===== config.mk =====
export PLATFORM = sky130hd
export DESIGN_NAME = otsu_mul
export DESIGN_NICKNAME = d
export VERILOG_FILES = /design/src/hdl/otsu_pkg.sv /design/src/hdl/otsu_mul.sv
export SDC_FILE = /design/constraint.sdc
export NUM_CORES = 2
export LEC_CHECK = 0
export BUFFER_PORTS_ARGS = -buffer_cell sky130_fd_sc_hd__buf_4
export CORE_ASPECT_RATIO = 1.4
export CORE_MARGIN = 5
export CORE_UTILIZATION = 60
export CTS_BUF_LIST = sky130_fd_sc_hd__clkbuf_8 sky130_fd_sc_hd__clkbuf_16
export DETAILED_ROUTE_END_ITERATION = 8
export PLACE_DENSITY = 0.89
export SLEW_MARGIN = 20
export SYNTH_ARGS = -nofsm -noshare
export SYNTH_HDL_FRONTEND = slang
export SYNTH_SLANG_ARGS = --single-unit

===== constraint.sdc =====
create_clock -name i_clk -period 13.3 [get_ports i_clk]
set_input_delay 0.665 -clock i_clk [delete_from_list [all_inputs] [get_ports i_clk]]
set_output_delay 0.665 -clock i_clk [all_outputs]
set_load 0.02 [all_outputs]

===== src/hdl/otsu_pkg.sv =====
// Shared constants, payload types and widths for the Otsu threshold block.
package otsu_pkg;

    localparam int COUNT_BITS = 20;
    localparam int CW    = COUNT_BITS + 1;       // bin, pixel and class counts
    localparam int SW    = CW + 8;               // gray-level sums
    localparam int DW    = CW + SW;              // N*s1, S*w1 and their difference
    localparam int NUMW  = 2 * DW;               // squared difference
    localparam int DENW  = 2 * CW;               // w1*w2
    localparam int PW    = NUMW + DW;            // multiplier product
    localparam int DIG   = 8;                    // multiplier digit per cycle
    localparam int NSTEP = (DW + DIG - 1) / DIG;
    localparam int STW   = $clog2(NSTEP);

    typedef struct packed {
        logic [7:0] pixel;
        logic       last;
    } t_in;

    typedef struct packed {
        logic [7:0] threshold;
        logic       overflow;
    } t_out;

endpackage


===== src/hdl/otsu_mul.sv =====
// Digit-serial multiplier: one 8-bit digit of the B operand per cycle.
module otsu_mul (
    input  logic                       i_clk,
    input  logic                       i_rst_n,
    input  logic                       i_start,
    input  logic [otsu_pkg::NUMW-1:0]  i_a,
    input  logic [otsu_pkg::DW-1:0]    i_b,
    output logic                       o_done,
    output logic [otsu_pkg::PW-1:0]    o_prod
);

    logic [otsu_pkg::PW-1:0]  r_a;
    logic [otsu_pkg::DW-1:0]  r_b;
    logic [otsu_pkg::PW-1:0]  r_acc;
    logic [otsu_pkg::STW-1:0] r_cnt;
    logic                     r_busy;
    logic                     r_done;
    logic [otsu_pkg::PW-1:0]  n_part;
    logic                     last_step;

    assign n_part    = r_a * otsu_pkg::PW'(r_b[otsu_pkg::DIG-1:0]);
    assign last_step = (r_cnt == otsu_pkg::STW'(otsu_pkg::NSTEP - 1));

    always_ff @(posedge i_clk) begin
        if (!i_rst_n) begin
            r_busy <= 1'b0;
            r_done <= 1'b0;
            r_cnt  <= '0;
        end else begin
            r_done <= r_busy && last_step;
            if (i_start) begin
                r_busy <= 1'b1;
                r_cnt  <= '0;
            end else if (r_busy) begin
                r_cnt <= r_cnt + 1'b1;
                if (last_step) begin
                    r_busy <= 1'b0;
                end
            end
        end
    end

    always_ff @(posedge i_clk) begin
        if (i_start) begin
            r_a   <= otsu_pkg::PW'(i_a);
            r_b   <= i_b;
            r_acc <= '0;
        end else if (r_busy) begin
            r_acc <= r_acc + n_part;
            r_a   <= r_a << otsu_pkg::DIG;
            r_b   <= r_b >> otsu_pkg::DIG;
        end
    end

    assign o_done = r_done;
    assign o_prod = r_acc;

endmodule


==> impl_metrics.yaml <==
job:
  cap_violations: 0
detailed_routing:
  drc: 0
  viasPerCell: 6.02
  vias: 44680
  drtIter0Drc: 4031
  routed_wl_um: 166000
  final_antenna_net_count: 0
  drt-wirelength-per-cell_um: 22.4
  drtPass1Iterations: 7
sta:
  finClkSkew_ps: 38.6
  setup_viol: 0
  min_period_ps: 8210
  rsz0062_at_grt: "no"
  setup_tns_ps: 0
  slew_headroom_pct: 20.2
  hold_viol_final: 0
  drv_slew: 0
  finalCritPeriodShare_pct: 61.7
  max_freq_mhz: 122
  worst_slack_ps: 5090
  worst_pin_slew_ps: 1200
synth:
  synth-compound-area-share_pct: 8.46
  synth_fa_ha_area_share_pct: 40.2
  syn_inst: 6135
  synth_warnings: 0
  postSynthAreaPerCell_um2: 9.03
  synth-edff-count: 150
  synth_xor_area_share_pct: 2.15
  synth_cell_types: 84
  synth_mux_area_share_pct: 5.26
  syn_nets: 7461
  yosys_most_used_dff: "dfxtp_1"
  seq_area_frac_synth_pct: 15.5
  synth_top_family_by_area: "adder cells"
  ys_seq_elements: 355
  synthesis.area_mm2: 0.0554
  ys_async_sr_fraction_pct: 0
  synth-simple-area-share_pct: 17.8
global_route:
  grt_first_pass_wirelength_um: 263000
  grt.total_usage_pct: 33.7
  antenna_found_initial: 6
  gr-total-overflow: 0
  first_global_vias: 49366
  grt_max_degree: 151
clock_tree:
  post-cts-setup-buffers: 0
  cts_buffer_depth: 3
  hold_buffers: 0
  clk_latency_ps: 640
  cts_tree: "done"
  path_clk_slew_ps: 70
  h-tree-depth: 2
  cts.repair.resized: 0
  cts_root_buffer: "clkbuf_16"
  cts_made_buffers: 46
  cts_num_sinks: 355
placed_design:
  numPortBuffers: 303
  dp_hpwl_um: 126000
  place.gp.congestion: 1.01
  dp_slack_ps: 5310
worst_setup_path:
  r2r_cells: 21
  cp-start-kind: "register"
  reg2reg_to: "o_prod[147]$_SDFFE_PP0P_"
  worst-path-max-fanout: 83
  cp.arrival_ps: 8690
  end_kind: "register"
  rrSetupSlack_ps: 5090
  critPathKind: "reg2reg"
  required_ps: 13790
  r2r_start: "r_b[7]$_DFFE_PP_"
run_status:
  status: "complete, no violations"
die:
  dieArea_mm2: 0.0986
  die-height_um: 369
  ios: 304
  coreArea_mm2: 0.0915
  die-width_um: 267
  rows: 131
  start_util_pct: 60.5
worst_hold_path:
  hold_class: "in2reg"
  hold_end: "r_busy$_SDFF_PN0_"
  hold_depth: 2
  min_from: "i_rst_n"
layout:
  fin_nets: 7516
  syn_to_final_growth_pct: 7.78
  utilization_pct: 65.3
  drive_gt1_share_pct: 9.36
[registers in the layout, summed over array words and instances (netlist names)]
register	flops
r_a	150
r_cnt	3
o_done	1
r_busy	1
o_prod	150
r_b	50
[per-stage QoR]
stage | cells | hold WS, ps | area, µm²
4_1_cts | 7425 | 265 | 59700
3_3_place_gp | 7339 | 470 | 58200
2_1_floorplan | 6135 | 448 | 55400
5_1_grt | 7427 | 289 | 59700
6_report | 7427 | 286 | 59700
3_5_place_dp | 7339 | 487 | 58200
[final cells by class]
class / count / area [µm²]
multi-input combinational: 4223 / 40900
fill: 7098 / 31800
sequential: 355 / 8610
inverter: 1238 / 4650
timing repair buffer: 326 / 2510
tap: 1197 / 1500
clock buffer: 51 / 1230
clock inverter: 35 / 267
antenna: 2 / 5.00
[cell usage after synthesis (all sizes together) (13+ instances only)]
| master | count | area, µm² |
|---|---|---|
| xor2 | 45 | 394 |
| dfxtp | 205 | 4100 |
| o31ai | 19 | 161 |
| nor2 | 281 | 1060 |
| mux2 | 137 | 1540 |
| fa | 1012 | 20300 |
| a21o | 76 | 571 |
| or3 | 15 | 98.8 |
| o211ai | 17 | 138 |
| nand2 | 550 | 2070 |
| ha | 161 | 2010 |
| clkbuf | 278 | 1050 |
| o21a | 18 | 135 |
| xnor2 | 91 | 797 |
| o22ai | 36 | 225 |
| buf | 41 | 179 |
| a21oi | 262 | 1310 |
| o21ai | 139 | 696 |
| and2 | 830 | 5190 |
| nand3 | 31 | 155 |
| inv | 1237 | 4640 |
| nor4 | 13 | 93.8 |
| nand4 | 84 | 532 |
| nor3 | 35 | 180 |
| o21bai | 55 | 413 |
| a31oi | 17 | 113 |
| nand2b | 14 | 87.6 |
| mux2i | 137 | 1370 |
| edfxtp | 150 | 4500 |
[critical path, cell delays in order, from the launching register on]
cell and delay, ps:
edfxtp_1 320, buf_4 700, buf_4 720, and2_1 250
fa_1 450, fa_1 460, fa_1 520, inv_1 60
fa_1 480, inv_1 60, ha_1 450, a21oi_1 130
o21ai_0 590, a21oi_1 190, o21ai_0 290, or2_2 180
o211ai_1 280, a2111oi_2 770, o21ai_1 230, o31ai_1 450
mux2i_1 260, o22ai_1 100
[how the worst max path moves through the flow]
stage / from / endpoint / slack (ps) / cells past startpoint
after floorplan: r_b[0]$_DFFE_PP_ / o_prod[137]$_SDFFE_PP0P_ / 6970 / 24
after global placement: r_b[7]$_DFFE_PP_ / o_prod[125]$_SDFFE_PP0P_ / 5460 / 21
after detailed placement: r_b[7]$_DFFE_PP_ / o_prod[125]$_SDFFE_PP0P_ / 5310 / 21
after CTS: r_b[7]$_DFFE_PP_ / o_prod[125]$_SDFFE_PP0P_ / 5240 / 21
after global routing: r_b[7]$_DFFE_PP_ / o_prod[147]$_SDFFE_PP0P_ / 4850 / 21
final: r_b[7]$_DFFE_PP_ / o_prod[147]$_SDFFE_PP0P_ / 5090 / 21
[metal layers]
metal  vias to the layer above  track usage, %  wire, µm
li1                      19002               -         -
met5                         -               0        34
met1                     22157            38.2     55300
met4                         4            21.6     13200
met2                      2677            58.1     82100
met3                       840            6.62     15500
[logic make-up (layout without fill, tap and decap cells)]
group	after synthesis	after routing
multiplexers	274	274
adder cells (fa/ha/maj)	1173	1173
flip-flops	355	355
XOR/XNOR	136	136
AND/OR/NAND/NOR	1905	1905
other	0	2
buffers and inverters	1557	1650
AO/OA/AOI/OAI	735	735
[layout by cell type (no fill, tap or decap), drive strengths merged, types with 55 or more instances in the layout]
cell,synthesis,routed
inv,1237,1249
fa,1012,1012
and2,830,830
nand2,550,550
buf,41,326
nor2,281,281
a21oi,262,262
dfxtp,205,205
ha,161,161
edfxtp,150,150
o21ai,139,139
mux2,137,137
mux2i,137,137
xnor2,91,91
nand4,84,84
a21o,76,76
o21bai,55,55
Power is left out: the tool's default activity adds up to more than one toggle a clock period on the data nets, which glitch-free logic cannot reach.
